===== src/gwdte_pkg.sv =====
// Shared types, constants and key lookups for the gRPC-Web deframer.
`timescale 1ns / 1ps
`default_nettype none
package gwdte_pkg;

  localparam logic [30:0] STATUS_MAX      = 31'h7FFF_FFFF;
  localparam logic [3:0]  STATUS_KEY_LEN  = 4'd12;
  localparam logic [3:0]  MESSAGE_KEY_LEN = 4'd13;
  localparam logic [7:0]  CHAR_ZERO       = 8'h30;
  localparam logic [7:0]  CHAR_NINE       = 8'h39;
  localparam logic [7:0]  CHAR_CR         = 8'h0D;
  localparam logic [7:0]  CHAR_LF         = 8'h0A;
  localparam int unsigned FLAG_COMPRESSED = 0;
  localparam int unsigned FLAG_TRAILERS   = 7;

  // Frame parse position: flag byte, four length bytes, then the body.
  typedef enum logic [5:0] {
    HDR_FLAG = 6'b000001,
    HDR_LEN0 = 6'b000010,
    HDR_LEN1 = 6'b000100,
    HDR_LEN2 = 6'b001000,
    HDR_LEN3 = 6'b010000,
    HDR_BODY = 6'b100000
  } hdr_state_t;

  typedef enum logic [3:0] {
    ST_SEARCH      = 4'b0001,
    ST_FIRST_DIGIT = 4'b0010,
    ST_DIGITS      = 4'b0100,
    ST_NONE        = 4'b1000
  } status_state_t;

  typedef enum logic [2:0] {
    MSG_SEARCH = 3'b001,
    MSG_VALUE  = 3'b010,
    MSG_ENDED  = 3'b100
  } msg_state_t;

  typedef struct packed {
    logic [7:0]  body_byte;
    logic        has_data;
    logic [7:0]  frame_flags;
    logic        compressed;
    logic        is_trailers;
    logic        last_of_frame;
    logic [31:0] body_length;
    logic        status_found;
    logic [30:0] status_value;
    logic        message_found;
    logic [31:0] message_offset;
    logic [31:0] message_length;
  } result_t;

  typedef struct packed {
    logic [3:0] idx;
    logic       hit;
  } key_match_t;

  function automatic logic [7:0] status_key_char(input logic [3:0] idx);
    logic [7:0] c;
    case (idx)
      4'd0:    c = "g";
      4'd1:    c = "r";
      4'd2:    c = "p";
      4'd3:    c = "c";
      4'd4:    c = "-";
      4'd5:    c = "s";
      4'd6:    c = "t";
      4'd7:    c = "a";
      4'd8:    c = "t";
      4'd9:    c = "u";
      4'd10:   c = "s";
      4'd11:   c = ":";
      default: c = 8'h00;
    endcase
    return c;
  endfunction

  function automatic logic [7:0] message_key_char(input logic [3:0] idx);
    logic [7:0] c;
    case (idx)
      4'd0:    c = "g";
      4'd1:    c = "r";
      4'd2:    c = "p";
      4'd3:    c = "c";
      4'd4:    c = "-";
      4'd5:    c = "m";
      4'd6:    c = "e";
      4'd7:    c = "s";
      4'd8:    c = "s";
      4'd9:    c = "a";
      4'd10:   c = "g";
      4'd11:   c = "e";
      4'd12:   c = ":";
      default: c = 8'h00;
    endcase
    return c;
  endfunction

  // One step of a key matcher that only starts at the beginning of a line.
  function automatic key_match_t key_advance(
    input logic [3:0] idx,
    input logic [3:0] key_len,
    input logic [7:0] char_at_idx,
    input logic [7:0] first_char,
    input logic       line_start,
    input logic [7:0] b
  );
    key_match_t m;
    m.idx = idx;
    m.hit = 1'b0;
    if (idx != 4'd0) begin
      if ((idx < key_len) && (b == char_at_idx)) begin
        if ((idx + 4'd1) == key_len) begin
          m.idx = 4'd0;
          m.hit = 1'b1;
        end else begin
          m.idx = idx + 4'd1;
        end
      end else begin
        m.idx = 4'd0;
      end
    end else if (line_start && (b == first_char)) begin
      m.idx = 4'd1;
    end
    return m;
  endfunction

endpackage
`default_nettype wire


===== src/grpc_web_deframer_trailer_extract_unit.sv =====
// gRPC-Web frame deframer with grpc-status / grpc-message trailer extraction.
// Takes one stream byte per clock and never stalls on its own: the five header
// bytes of a frame (flag, big-endian 32-bit length) give no transaction, each
// body byte gives one transaction in the cycle after it is taken, and an empty
// body gives a single marker transaction with has_data low. All per-byte work
// (header shift, key matchers, status multiply-by-ten with saturation, message
// counters) sits between the input and one output register, so the rate is one
// byte per cycle while the consumer does not stall. in_stall rises only while the
// output register holds a transaction that the consumer is stalling. Status and
// message results are reported on the last transaction of a trailers frame.
`timescale 1ns / 1ps
`default_nettype none
module grpc_web_deframer_trailer_extract_unit (
  input  wire logic        clk,
  input  wire logic        rst_n,
  input  wire logic        in_valid,
  output logic             in_stall,
  input  wire logic [7:0]  in_stream_byte,
  output logic             out_valid,
  input  wire logic        out_stall,
  output logic [7:0]       out_body_byte,
  output logic             out_has_data,
  output logic [7:0]       out_frame_flags,
  output logic             out_compressed,
  output logic             out_is_trailers,
  output logic             out_last_of_frame,
  output logic [31:0]      out_body_length,
  output logic             out_status_found,
  output logic [30:0]      out_status_value,
  output logic             out_message_found,
  output logic [31:0]      out_message_offset,
  output logic [31:0]      out_message_length
);
  import gwdte_pkg::*;

  hdr_state_t    hdr_r, hdr_nxt;
  status_state_t st_r, st_nxt;
  msg_state_t    msg_r, msg_nxt;
  logic [7:0]    flag_r, flag_nxt;
  logic [31:0]   len_r, len_nxt;
  logic [31:0]   pos_r, pos_nxt;
  logic          line_start_r, line_start_nxt;
  logic [3:0]    st_idx_r, st_idx_nxt;
  logic [3:0]    msg_idx_r, msg_idx_nxt;
  logic [30:0]   acc_r, acc_nxt;
  logic [31:0]   msg_start_r, msg_start_nxt;
  logic [31:0]   msg_count_r, msg_count_nxt;
  result_t       res_r, res_nxt;
  logic          out_valid_r, out_valid_nxt;

  logic          in_acc;
  logic          load;
  logic          is_digit;
  logic          is_eol;
  logic [31:0]   len_shift;
  logic [34:0]   mul10;
  logic [30:0]   acc_step;
  logic          body_last;
  key_match_t    st_m;
  key_match_t    msg_m;

  assign in_stall  = out_valid_r & out_stall;
  assign in_acc    = in_valid & ~in_stall;
  assign is_digit  = (in_stream_byte >= CHAR_ZERO) && (in_stream_byte <= CHAR_NINE);
  assign is_eol    = (in_stream_byte == CHAR_CR) || (in_stream_byte == CHAR_LF);
  assign len_shift = {len_r[23:0], in_stream_byte};
  assign body_last = (pos_r == (len_r - 32'd1));

  // acc * 10 + digit, saturated to the 31-bit maximum
  assign mul10    = ({4'd0, acc_r} << 3) + ({4'd0, acc_r} << 1)
                  + {31'd0, in_stream_byte[3:0]};
  assign acc_step = (|mul10[34:31]) ? STATUS_MAX : mul10[30:0];

  assign st_m  = key_advance(st_idx_r, STATUS_KEY_LEN, status_key_char(st_idx_r),
                             status_key_char(4'd0), line_start_r, in_stream_byte);
  assign msg_m = key_advance(msg_idx_r, MESSAGE_KEY_LEN, message_key_char(msg_idx_r),
                             message_key_char(4'd0), line_start_r, in_stream_byte);

  always_comb begin
    hdr_nxt        = hdr_r;
    st_nxt         = st_r;
    msg_nxt        = msg_r;
    flag_nxt       = flag_r;
    len_nxt        = len_r;
    pos_nxt        = pos_r;
    line_start_nxt = line_start_r;
    st_idx_nxt     = st_idx_r;
    msg_idx_nxt    = msg_idx_r;
    acc_nxt        = acc_r;
    msg_start_nxt  = msg_start_r;
    msg_count_nxt  = msg_count_r;
    load           = 1'b0;
    res_nxt        = res_r;

    if (in_acc) begin
      case (hdr_r)
        HDR_FLAG: begin
          flag_nxt       = in_stream_byte;
          len_nxt        = 32'd0;
          pos_nxt        = 32'd0;
          line_start_nxt = 1'b1;
          st_idx_nxt     = 4'd0;
          msg_idx_nxt    = 4'd0;
          st_nxt         = ST_SEARCH;
          acc_nxt        = 31'd0;
          msg_nxt        = MSG_SEARCH;
          msg_start_nxt  = 32'd0;
          msg_count_nxt  = 32'd0;
          hdr_nxt        = HDR_LEN0;
        end
        HDR_LEN0: begin
          len_nxt = len_shift;
          hdr_nxt = HDR_LEN1;
        end
        HDR_LEN1: begin
          len_nxt = len_shift;
          hdr_nxt = HDR_LEN2;
        end
        HDR_LEN2: begin
          len_nxt = len_shift;
          hdr_nxt = HDR_LEN3;
        end
        HDR_LEN3: begin
          len_nxt = len_shift;
          if (len_shift == 32'd0) begin
            hdr_nxt = HDR_FLAG;
            load    = 1'b1;
          end else begin
            hdr_nxt = HDR_BODY;
          end
        end
        HDR_BODY: begin
          load = 1'b1;
          if (flag_r[FLAG_TRAILERS]) begin
            case (st_r)
              ST_SEARCH: begin
                st_idx_nxt = st_m.idx;
                if (st_m.hit) begin
                  st_nxt = ST_FIRST_DIGIT;
                end
              end
              ST_FIRST_DIGIT: begin
                if (is_digit) begin
                  acc_nxt    = {27'd0, in_stream_byte[3:0]};
                  st_idx_nxt = 4'd0;
                  st_nxt     = ST_DIGITS;
                end else begin
                  st_nxt = ST_NONE;
                end
              end
              ST_DIGITS: begin
                // index register doubles as the end-of-digits mark here
                if (st_idx_r == 4'd0) begin
                  if (is_digit) begin
                    acc_nxt = acc_step;
                  end else begin
                    st_idx_nxt = 4'd1;
                  end
                end
              end
              default: begin
                st_nxt = st_r;
              end
            endcase

            case (msg_r)
              MSG_SEARCH: begin
                msg_idx_nxt = msg_m.idx;
                if (msg_m.hit) begin
                  msg_nxt       = MSG_VALUE;
                  msg_start_nxt = pos_r + 32'd1;
                  msg_count_nxt = 32'd0;
                end
              end
              MSG_VALUE: begin
                if (is_eol) begin
                  msg_nxt = MSG_ENDED;
                end else begin
                  msg_count_nxt = msg_count_r + 32'd1;
                end
              end
              default: begin
                msg_nxt = msg_r;
              end
            endcase

            line_start_nxt = (in_stream_byte == CHAR_LF);
          end

          if (body_last) begin
            hdr_nxt = HDR_FLAG;
          end else begin
            pos_nxt = pos_r + 32'd1;
          end
        end
        default: begin
          hdr_nxt = HDR_FLAG;
        end
      endcase
    end

    if (load) begin
      res_nxt.body_byte      = (hdr_r == HDR_BODY) ? in_stream_byte : 8'd0;
      res_nxt.has_data       = (hdr_r == HDR_BODY);
      res_nxt.frame_flags    = flag_r;
      res_nxt.compressed     = flag_r[FLAG_COMPRESSED];
      res_nxt.is_trailers    = flag_r[FLAG_TRAILERS];
      res_nxt.last_of_frame  = (hdr_r != HDR_BODY) || body_last;
      res_nxt.body_length    = len_nxt;
      res_nxt.status_found   = 1'b0;
      res_nxt.status_value   = 31'd0;
      res_nxt.message_found  = 1'b0;
      res_nxt.message_offset = 32'd0;
      res_nxt.message_length = 32'd0;
      if ((hdr_r == HDR_BODY) && body_last && flag_r[FLAG_TRAILERS]) begin
        if (st_nxt == ST_DIGITS) begin
          res_nxt.status_found = 1'b1;
          res_nxt.status_value = acc_nxt;
        end
        if ((msg_nxt == MSG_VALUE) || (msg_nxt == MSG_ENDED)) begin
          res_nxt.message_found  = 1'b1;
          res_nxt.message_offset = msg_start_nxt;
          res_nxt.message_length = msg_count_nxt;
        end
      end
    end

    // hold while stalled, drop once taken, refill on a new transaction
    if (load) begin
      out_valid_nxt = 1'b1;
    end else if (!out_stall) begin
      out_valid_nxt = 1'b0;
    end else begin
      out_valid_nxt = out_valid_r;
    end
  end

  always_ff @(posedge clk) begin
    if (!rst_n) begin
      hdr_r        <= HDR_FLAG;
      st_r         <= ST_SEARCH;
      msg_r        <= MSG_SEARCH;
      flag_r       <= 8'd0;
      len_r        <= 32'd0;
      pos_r        <= 32'd0;
      line_start_r <= 1'b1;
      st_idx_r     <= 4'd0;
      msg_idx_r    <= 4'd0;
      acc_r        <= 31'd0;
      msg_start_r  <= 32'd0;
      msg_count_r  <= 32'd0;
      out_valid_r  <= 1'b0;
    end else begin
      hdr_r        <= hdr_nxt;
      st_r         <= st_nxt;
      msg_r        <= msg_nxt;
      flag_r       <= flag_nxt;
      len_r        <= len_nxt;
      pos_r        <= pos_nxt;
      line_start_r <= line_start_nxt;
      st_idx_r     <= st_idx_nxt;
      msg_idx_r    <= msg_idx_nxt;
      acc_r        <= acc_nxt;
      msg_start_r  <= msg_start_nxt;
      msg_count_r  <= msg_count_nxt;
      out_valid_r  <= out_valid_nxt;
    end
  end

  always_ff @(posedge clk) begin
    res_r <= res_nxt;
  end

  assign out_valid          = out_valid_r;
  assign out_body_byte      = res_r.body_byte;
  assign out_has_data       = res_r.has_data;
  assign out_frame_flags    = res_r.frame_flags;
  assign out_compressed     = res_r.compressed;
  assign out_is_trailers    = res_r.is_trailers;
  assign out_last_of_frame  = res_r.last_of_frame;
  assign out_body_length    = res_r.body_length;
  assign out_status_found   = res_r.status_found;
  assign out_status_value   = res_r.status_value;
  assign out_message_found  = res_r.message_found;
  assign out_message_offset = res_r.message_offset;
  assign out_message_length = res_r.message_length;

  // Trailer results appear only on the last transaction of a trailers frame.
  a_found_only_at_last: assert property (@(posedge clk) disable iff (!rst_n)
    out_valid && (out_status_found || out_message_found)
      |-> out_last_of_frame && out_is_trailers && out_has_data)
    else $error("trailer result outside last transaction of a trailers frame");

  // An empty-body marker is a zero-length, last, dataless transaction.
  a_marker_shape: assert property (@(posedge clk) disable iff (!rst_n)
    out_valid && !out_has_data
      |-> out_last_of_frame && (out_body_length == 32'd0) && (out_body_byte == 8'd0))
    else $error("malformed empty-body marker");

  // Header bytes never produce a transaction.
  a_header_silent: assert property (@(posedge clk) disable iff (!rst_n)
    in_acc && (hdr_r != HDR_BODY) && (hdr_r != HDR_LEN3) |=> !out_valid || $past(in_stall)
      || !$past(out_stall) == 1'b0)
    else $error("header byte produced a transaction");

  // The flags of a transaction agree with its decoded bits.
  a_flag_bits: assert property (@(posedge clk) disable iff (!rst_n)
    out_valid |-> (out_compressed == out_frame_flags[FLAG_COMPRESSED])
      && (out_is_trailers == out_frame_flags[FLAG_TRAILERS]))
    else $error("decoded flag bits disagree with frame flags");

endmodule
`default_nettype wire

===== config.mk =====
export PLATFORM = sky130hd
export DESIGN_NAME = grpc_web_deframer_trailer_extract_unit
export DESIGN_NICKNAME = d
export VERILOG_FILES = /design/src/gwdte_pkg.sv /design/src/grpc_web_deframer_trailer_extract_unit.sv
export SDC_FILE = /design/constraint.sdc
export NUM_CORES = 1
export LEC_CHECK = 0
export BUFFER_PORTS_ARGS = -buffer_cell sky130_fd_sc_hd__buf_2
export CORE_MARGIN = 3
export CORE_UTILIZATION = 33
export DETAILED_ROUTE_END_ITERATION = 6
export HOLD_SLACK_MARGIN = 0.15
export PLACE_DENSITY = 0.55
export SKIP_LAST_GASP = 1
export SLEW_MARGIN = 0
export SYNTH_ARGS = -nofsm -noshare
export SYNTH_HDL_FRONTEND = slang
export SYNTH_SLANG_ARGS = --single-unit
export TNS_END_PERCENT = 50

===== constraint.sdc =====
create_clock -name clk -period 10.6 [get_ports clk]
set_input_delay 3.18 -clock clk [delete_from_list [all_inputs] [get_ports clk]]
set_output_delay 3.18 -clock clk [all_outputs]
set_load 0.01 [all_outputs]

-- Word level (Yosys, flattened, before mapping)
Memories as Yosys holds them, arrays and structs flattened. A register that Yosys moved wholly into a read port is not among the register bits.
Index checks and enable logic that the tools add are counted.
- register bits: 339
- memory bits (read-only): 224
- input bits: 12
- memories: 2
- $add $sub $neg: 7
- magnitude comparators: 4
- equality and inequality tests: 34
- multiplexer cells: 73
- bitwise logic cells: 3
- reductions and logical operators: 24
- memory list (name ; words ; width ; read ports ; clocked after Yosys merged registers in ; write ports ; line ; text):
    (name not given) ; 16 ; 7 ; 1 ; 1 ; 0 ; gwdte_pkg.sv:81 ; case (idx)
    (name not given) ; 16 ; 7 ; 1 ; 1 ; 0 ; gwdte_pkg.sv:61 ; case (idx)
- operators by type and width (kind ; number):
    32-bit two-way mux ; 11
    32-bit one-hot mux with 2 select lines ; 5
    31-bit two-way mux ; 6
    31-bit one-hot mux with 2 select lines ; 2
    4-bit two-way mux ; 21
    65-bit two-way mux ; 1
    32-bit by 1-bit adder with 32-bit output (second input constant) ; 2
    6-bit one-hot mux with 6 select lines ; 1
    34-bit by 32-bit adder with 35-bit output ; 1
    35-bit by 4-bit adder with 35-bit output ; 1
    32-bit equality test ; 1
    32-bit logical NOT ; 1
    4-bit one-hot mux with 2 select lines ; 4
    32-bit by 1-bit subtractor with 32-bit output (second input constant) ; 1
    8-bit by 4-bit equality test with 1-bit output (second input constant) ; 2
    8-bit equality test ; 2
    3-bit two-way mux ; 4
    6-bit two-way mux ; 2
    3-bit inequality test (second input constant) ; 4
    3-bit one-hot mux with 2 select lines ; 2
    4-bit one-hot mux with 3 select lines ; 1
    1-bit two-way mux ; 11
    4-bit by 1-bit adder with 4-bit output (second input constant) ; 2
    4-bit by 3-bit equality test with 1-bit output (second input constant) ; 2
    other kinds (34) ; 55

-- Logic depth before layout (Yosys ltp)
Gate-level depths: netlist (run 1).
- word-level depth: 13
- gate-level depth with buffers: 16
- mapped depth without buffers: 14

-- Least setup slack after synthesis (run 1)
No wires, ideal clock.
- kind: input port to flip-flop
- start point: input port in_stream_byte[4]
- end point: register res_r (netlist bit out_body_byte[0]) (enable)
- library setup time: 657 ps
- arrival: 10760 ps
- required time: 9943 ps
- path slack: -817 ps
- stages on the path: 8
- cell sequence: clkbuf_1 > nor4_1 > nand2_1 > or3_1 > nor4_1 > nor2b_1 > nor2_1 > nor2_1
- longest elaborated chain between the ends: 4
- RTL lines (item ; line ; text):
    start: declaration ; grpc_web_deframer_trailer_extract_unit.sv:18 ; input wire logic [7:0] in_stream_byte,
    32-bit logical NOT ; grpc_web_deframer_trailer_extract_unit.sv:125 ; if (len_shift == 32'd0) begin
    1-bit two-way mux ; grpc_web_deframer_trailer_extract_unit.sv:125 ;
    1-bit one-hot mux with 2 select lines ; grpc_web_deframer_trailer_extract_unit.sv:96 ; case (hdr_r)
    1-bit two-way mux ; grpc_web_deframer_trailer_extract_unit.sv:95 ; if (in_acc) begin
    named net load ; grpc_web_deframer_trailer_extract_unit.sv:52 ; logic load;
    end signal: assignment ; grpc_web_deframer_trailer_extract_unit.sv:271 ; res_r <= res_nxt;
    end: declaration ; grpc_web_deframer_trailer_extract_unit.sv:48 ; result_t res_r, res_nxt;
The timed path passes the listed nets, and every way through them passes these cells.
A chain may end at the register's enable or synchronous reset.

-- Worst setup path in the final report (run 1)
- start point: input port in_stream_byte[3]
- end point: register res_r (netlist bit out_status_value[28]) (data pin)
- longest elaborated chain between the ends: 11
- elaborated cells between the ends (all ways): 25
- those cells by class: 1 x add/sub; 2 x order compare; 2 x eq/ne; 16 x mux; 4 x reduce/logical
- RTL lines (item):
    branches (longest 11 deep; another with 35-bit by 4-bit adder with 35-bit output)
Parallel ways; which one is timed is not known.

==> impl_metrics.yaml, run 1 <==
sta:
  setup_viol: 0
  worst_slew_pin_slew_ps: 1140
  clock_skew_ps: 24.4
  finalHoldViolations: 0
  fmax_mhz: 140
  slew-limit-headroom_pct: 23.6
  period_share_pct: 67.5
  fin_crit_ps: 7160
  holdWs_ps: 430
  finalMaxSlewViolations: 0
  grt_setup_unrepaired: "no"
  fin_setup_tns_ps: 0
final_layout:
  layout_common_cells: "nor2_1, dfxtp_1, a21oi_1"
  final_common_cell: "nor2_1"
  nFillCells: 5613
  area_growth_pct: 15.0
  nNetsFinal: 2214
  layoutNonFillerInstCount: 2900
  drive_gt1_share_pct: 13.1
power:
  p_switching_w: 0.000656
  leakage_nw: 8.59
  ir_drop_v: 0.0000940
  p_comb_share_pct: 3.3
  intPower_w: 0.00235
  p_sw_share_pct: 21.9
  power_frac_seq_pct: 46.8
  p_clk_share_pct: 49.9
  power_density_nw_per_um2: 141
worst_hold_path:
  min_path_type: "register to register"
die:
  coreArea_um2: 55300
  pin_count: 163
  dieHeight_um: 243
  die_area_um2: 59100
  std_cell_rows: 86
  initial_core_util_pct: 33.5
  die_w_um: 243
critical_path:
  crit_arrival_ps: 7470
  endpoint_kind: "register"
  crit_fanout: 11
  start_kind: "input port"
  cp.required_ps: 10910
  critical_path_class: "input port to register"
placed_design:
  place_inst: 2826
  port_buffers: 162
  place.gp.congestion: 0.866
  dp_hpwl_um: 37600
global_route:
  use_met3_pct: 3.03
  grt_pass1_wl_um: 83900
  grt_usage_pct: 17.5
  top_usage_layer: "met2"
  met2_usage_pct: 31.0
  antenna_found_initial: 2
  grt_overflow: 0
  first_global_vias: 14800
  grt_max_degree: 68
  use_met1_pct: 22.1
clock_tree:
  post_cts_buffers: 0
  clk_latency_ps: 560
  numCtsBuffers: 41
  htreeDepth: 2
  cts_resized: 0
  numClockSinks: 351
  clockRootBuffer: "clkbuf_16"
  cts_buffer_depth: 3
  postCtsHoldBufs: 0
  cts_tree: "built"
  clk_pin_slew_ps: 60
synthesis:
  postSynthCellCount: 2028
  synthFlopType: "dfxtp_1"
  synth_area_um2: 18500
  ys_seq_elements: 351
  synth-warning-count: 0
  synth_edf_count: 147
  ys_seq_area_share_pct: 45.8
  ys_async_sr_fraction_pct: 0
  synth.avg_cell_area_um2: 9.14
  syn-num-nets: 2121
  ys_types: 81
drt:
  drt_first_pass_iters: 5
  drc: 0
  wl_per_cell_um: 18.4
  num_vias: 15300
  ant_nets: 0
  drt_iter0_markers: 981
  wirelength_um: 53200
  viasPerCell: 5.28
run:
  max_cap_violations: 0
status:
  outcome: "finished, final reports clean"
==> per-stage QoR <==
stage                     total power (W)  setup WS (ps)  utilization [%]  cell area, um2
after floorplan                   0.00150           1680                -           18500
after global placement            0.00153           2950             36.0           19900
after detailed placement          0.00153           2870             36.0           19900
after CTS                         0.00305           3470             38.6           21300
after global routing              0.00310           3160             38.6           21300
final                             0.00300           3440             38.6           21300
==> layout make-up <==
class / count / area [um2] / share of cell area, %
clock buffer: 50 / 1080 / 5.06
inverter: 54 / 203 / 0.950
timing repair buffer: 179 / 938 / 4.40
antenna: 1 / 2.50 / 0.0117
sequential: 351 / 8500 / 39.8
tap: 748 / 936 / 4.39
clock inverter: 23 / 330 / 1.55
multi-input combinational: 1494 / 9340 / 43.8
==> power groups by stage <==
stage               Sequential, W  Clock, W  Combinational, W
floorplan                 0.00143         0         0.0000689
global placement          0.00143         0         0.0000987
detailed placement        0.00143         0         0.0000990
CTS                       0.00141   0.00154         0.0000993
global route              0.00141   0.00159          0.000108
finish                    0.00141   0.00150         0.0000986
==> registers in the layout, summed over array words and instances, names as in the netlist, 31 cells and up, named ones only <==
signal	cells
msg_count_r	32
msg_start_r	32
out_message_offset	32
len_r	32
out_message_length	32
acc_r	31
pos_r	32
out_body_length	32
out_status_value	31
==> logic make-up (layout without fill, tap and decap cells) <==
family                   count (synthesis)  in the layout  share of synthesized area, %
buffers and inverters                  183            306                          3.99
adder cells (fa/ha/maj)                 81             81                          5.55
flip-flops                             351            351                          45.8
XOR/XNOR                               112            112                          5.29
multiplexers                            15             15                         0.830
AND/OR/NAND/NOR                        743            743                          19.6
other                                    0              1                             0
AO/OA/AOI/OAI                          543            543                          18.9
==> per-layer routing <==
layer  share of wire [%]  routed length, um
met1                  44              23500
met2                  49              26300
met3                 4.1               2170
met4                 2.2               1170
met5               0.013                  7
==> cells in the mapped netlist (5+ instances only) <==
cell	n	area, um2
nand2_1	180	676
nand3b_1	5	37.5
buf_1	8	30.0
nor2b_1	28	175
a21o_1	10	75.1
nor2_1	226	848
or2_2	5	31.3
o211ai_1	12	90.1
buf_6	6	67.6
a211oi_1	14	105
nand2b_1	13	81.3
nor4_1	19	119
mux2i_1	12	120
a21oi_1	184	921
nor3_1	37	185
nand3_1	50	250
xnor2_1	64	561
inv_1	53	199
ha_1	79	988
a22oi_1	24	180
o21ai_0	103	515
o221ai_1	6	52.6
o22ai_1	12	75.1
a22o_1	33	289
or4_1	7	52.6
xor2_1	48	420
or3_1	12	75.1
a211o_1	5	43.8
o2bb2ai_1	5	43.8
and2_1	73	457
clkbuf_1	112	420
o21bai_1	7	52.6
nand4_1	31	194
a31oi_1	18	113
edfxtp_1	147	4410
a41oi_1	7	61.3
o22a_1	19	166
o21a_1	23	173
o31ai_1	12	90.1
nor4b_1	6	52.6
and3_1	28	175
dfxtp_1	204	4080
==> worst max-delay path, stage by stage <==
cell and delay, ps:
buf_2 200, fa_1 640, fa_1 250, a21oi_1 110
o21ai_0 260, nand4_1 200, a2111oi_0 610, o21a_1 200
nor2_1 60, nor4_2 930, buf_4 350, a21bo_2 270
a21oi_1 140, nor3_1 60
==> final timing paths <==
path / start / slack [ps] / to / depth (start not counted)
worst max-delay path: in_stream_byte[3] / 3440 / out_status_value[28] / 14
worst min-delay path: flag_r[4] / 430 / out_frame_flags[4] / 0
worst max register to register: len_r[14] / 5630 / out_status_value[6] / 10
worst min register to register: flag_r[4] / 430 / out_frame_flags[4] / 0
(Power assumes the default switching activity.)
==> inputs of run 2 (changes only) <==
- ABC_AREA: not set -> 1
- clock period: 10.6 -> 6.4 ns (I/O delays scaled with it)
==> impl_metrics.yaml, run 2 <==
critical_path:
  cp_slowest_cell: "fa_1"
  critical_path_class: "input port to register"
  critical_path.top_delay_family: "simple AND/OR/NAND/NOR gates"
  crit_arrival_ps: 5060
  critPathMostFrequentCell: "nand2_1"
  crit_fanout: 26
  cp_cell_sequence: "buf_2 > fa_1 > fa_1 > nand3_1 > nand2_1 > nand2_1 > nand2_1 > nand2_1 > nand2_1 > nand2_1 > nand3_1 > nand2_1 > nor2_4 > nand3_1 > nand2_1 > nand2_1 > a21oi_1 > nor2_1"
  cp.required_ps: 6720
  max_stage_delay_ps: 620
  crit_buf_inv: 1
  start_kind: "input port"
  endpoint_kind: "register"
drt:
  viasPerCell: 4.98
  num_vias: 19500
  wl_per_cell_um: 16.6
  drt_first_pass_iters: 5
  drt_iter0_markers: 1539
  ant_nets: 0
  wirelength_um: 64700
  drc: 0
clock_tree:
  cts_tree: "built"
  clk_pin_slew_ps: 60
  htreeDepth: 2
  numCtsBuffers: 40
  cts_buffer_depth: 3
  post_cts_buffers: 0
  cts_resized: 0
  postCtsHoldBufs: 0
  clk_latency_ps: 590
  clockRootBuffer: "clkbuf_16"
  numClockSinks: 351
synthesis:
  ys_types: 57
  synth_edf_count: 147
  ys_seq_area_share_pct: 40.2
  yosysTopAreaCell: "edfxtp_1"
  synth_most_common_cell: "nand2_1"
  synth_area_um2: 21100
  syn-num-nets: 3017
  synth.avg_cell_area_um2: 7.23
  yosys-top-cells-area: "edfxtp_1, dfxtp_1, nand2_1"
  postSynthCellCount: 2924
  ys_async_sr_fraction_pct: 0
  netlist.area_leader.share_pct: 20.9
  ys_seq_elements: 351
  synthFlopType: "dfxtp_1"
  synth_top_cells_by_count: "nand2_1, nor2_1, inv_1"
  synth-warning-count: 0
global_route:
  grt_pass1_wl_um: 103000
  first_global_vias: 18300
  grt_usage_pct: 19.0
  grt_overflow: 0
  antenna_found_initial: 1
  grt_max_degree: 105
sta:
  fin_setup_tns_ps: 0
  slew-limit-headroom_pct: 17.4
  worst_slew_pin_slew_ps: 1240
  fmax_mhz: 211
  fin_crit_ps: 4740
  grt_setup_unrepaired: "no"
  finalMaxSlewViolations: 0
  finalHoldViolations: 0
  clock_skew_ps: 31.3
  setup_viol: 0
  period_share_pct: 74.1
die:
  std_cell_rows: 92
  dieHeight_um: 259
  pin_count: 163
  die_area_um2: 67100
  coreArea_um2: 63200
  die_w_um: 259
  initial_core_util_pct: 33.4
final_layout:
  area_growth_pct: 13.5
  layout_common_cells: "nand2_1, nor2_1, inv_1"
  nNetsFinal: 3119
  diodes: 0
  drive_gt1_share_pct: 10.5
  final_common_cell: "nand2_1"
power:
  finalPower_w: 0.00527
  ir_drop_v: 0.000160
  leakage_nw: 9.99
  power_density_nw_per_um2: 220
status:
  outcome: "finished, final reports clean"
placed_design:
  place.gp.congestion: 0.929
  dp_hpwl_um: 46800
  port_buffers: 162
run:
  max_cap_violations: 0
worst_hold_path:
  min_path_type: "register to register"
[run 2: changes by cell type after synthesis, sizes merged, moves of 22 or more]
cell,change
nand4,+43
buf,+29
a21oi,+61
and3,-22
a22o,-35
clkbuf,-38
nand2,+478
xnor2,-29
nand3,+167
nor2,+266
and2,-73
nor2b,-27
inv,+259
[run 2: per-layer routing]
metal	vias to the layer above	part of all wire [%]	GRT usage [%]
met4	2	1.7	4.27
met1	9038	47	26.7
met5	-	0.020	0
met2	482	45	30.8
met3	69	5.9	3.07
li1	9861	-	-
[run 2: final cells by class]
type | instances | area, um2
fill | 6653 | 39200
clock buffer | 47 | 1040
timing repair buffer | 180 | 971
sequential | 351 | 8500
clock inverter | 27 | 344
multi-input combinational | 2140 | 10900
inverter | 313 | 1180
tap | 846 | 1060
[run 2: worst paths after layout]
kind	startpoint	to	slack, ps	cells after the start
min reg2reg	flag_r[6]	out_frame_flags[6]	430	0
max	in_stream_byte[3]	out_status_value[10]	1660	18
max reg2reg	len_r[0]	out_message_offset[2]	2480	16
min	flag_r[6]	out_frame_flags[6]	430	0
[run 2: power by group]
group	internal [W]	total, W	switching [W]	leakage (nW)
sequential	0.00235	0.00238	0.0000247	3.01
combinational	0.000127	0.000455	0.000328	6.31
clock	0.00146	0.00244	0.000982	0.666
total	0.00394	0.00527	0.00133	9.99
[run 2: metrics by stage]
| step | cell area (um2) | std cells | worst slack, ps | hold WS [ps] | utilization [%] |
|---|---|---|---|---|---|
| after global routing | 24000 | 3904 | 1320 | 452 | 37.9 |
| after floorplan | 21100 | 2924 | 764 | 403 | - |
| after global placement | 22600 | 3830 | 1160 | 420 | 35.8 |
| after CTS | 24000 | 3904 | 1640 | 440 | 37.9 |
| after detailed placement | 22600 | 3830 | 1030 | 424 | 35.8 |
| final | 24000 | 3904 | 1660 | 435 | 37.9 |
[run 2: kinds of logic after synthesis]
logic type                 share of synthesized area [%]
and+or+nand+nor                                     31.4
AOI/OAI and AO/OA                                   11.4
buffers and inverters                               8.31
DFF                                                 40.2
xor gates and xnor gates                            3.82
adders and majority gates                           4.87
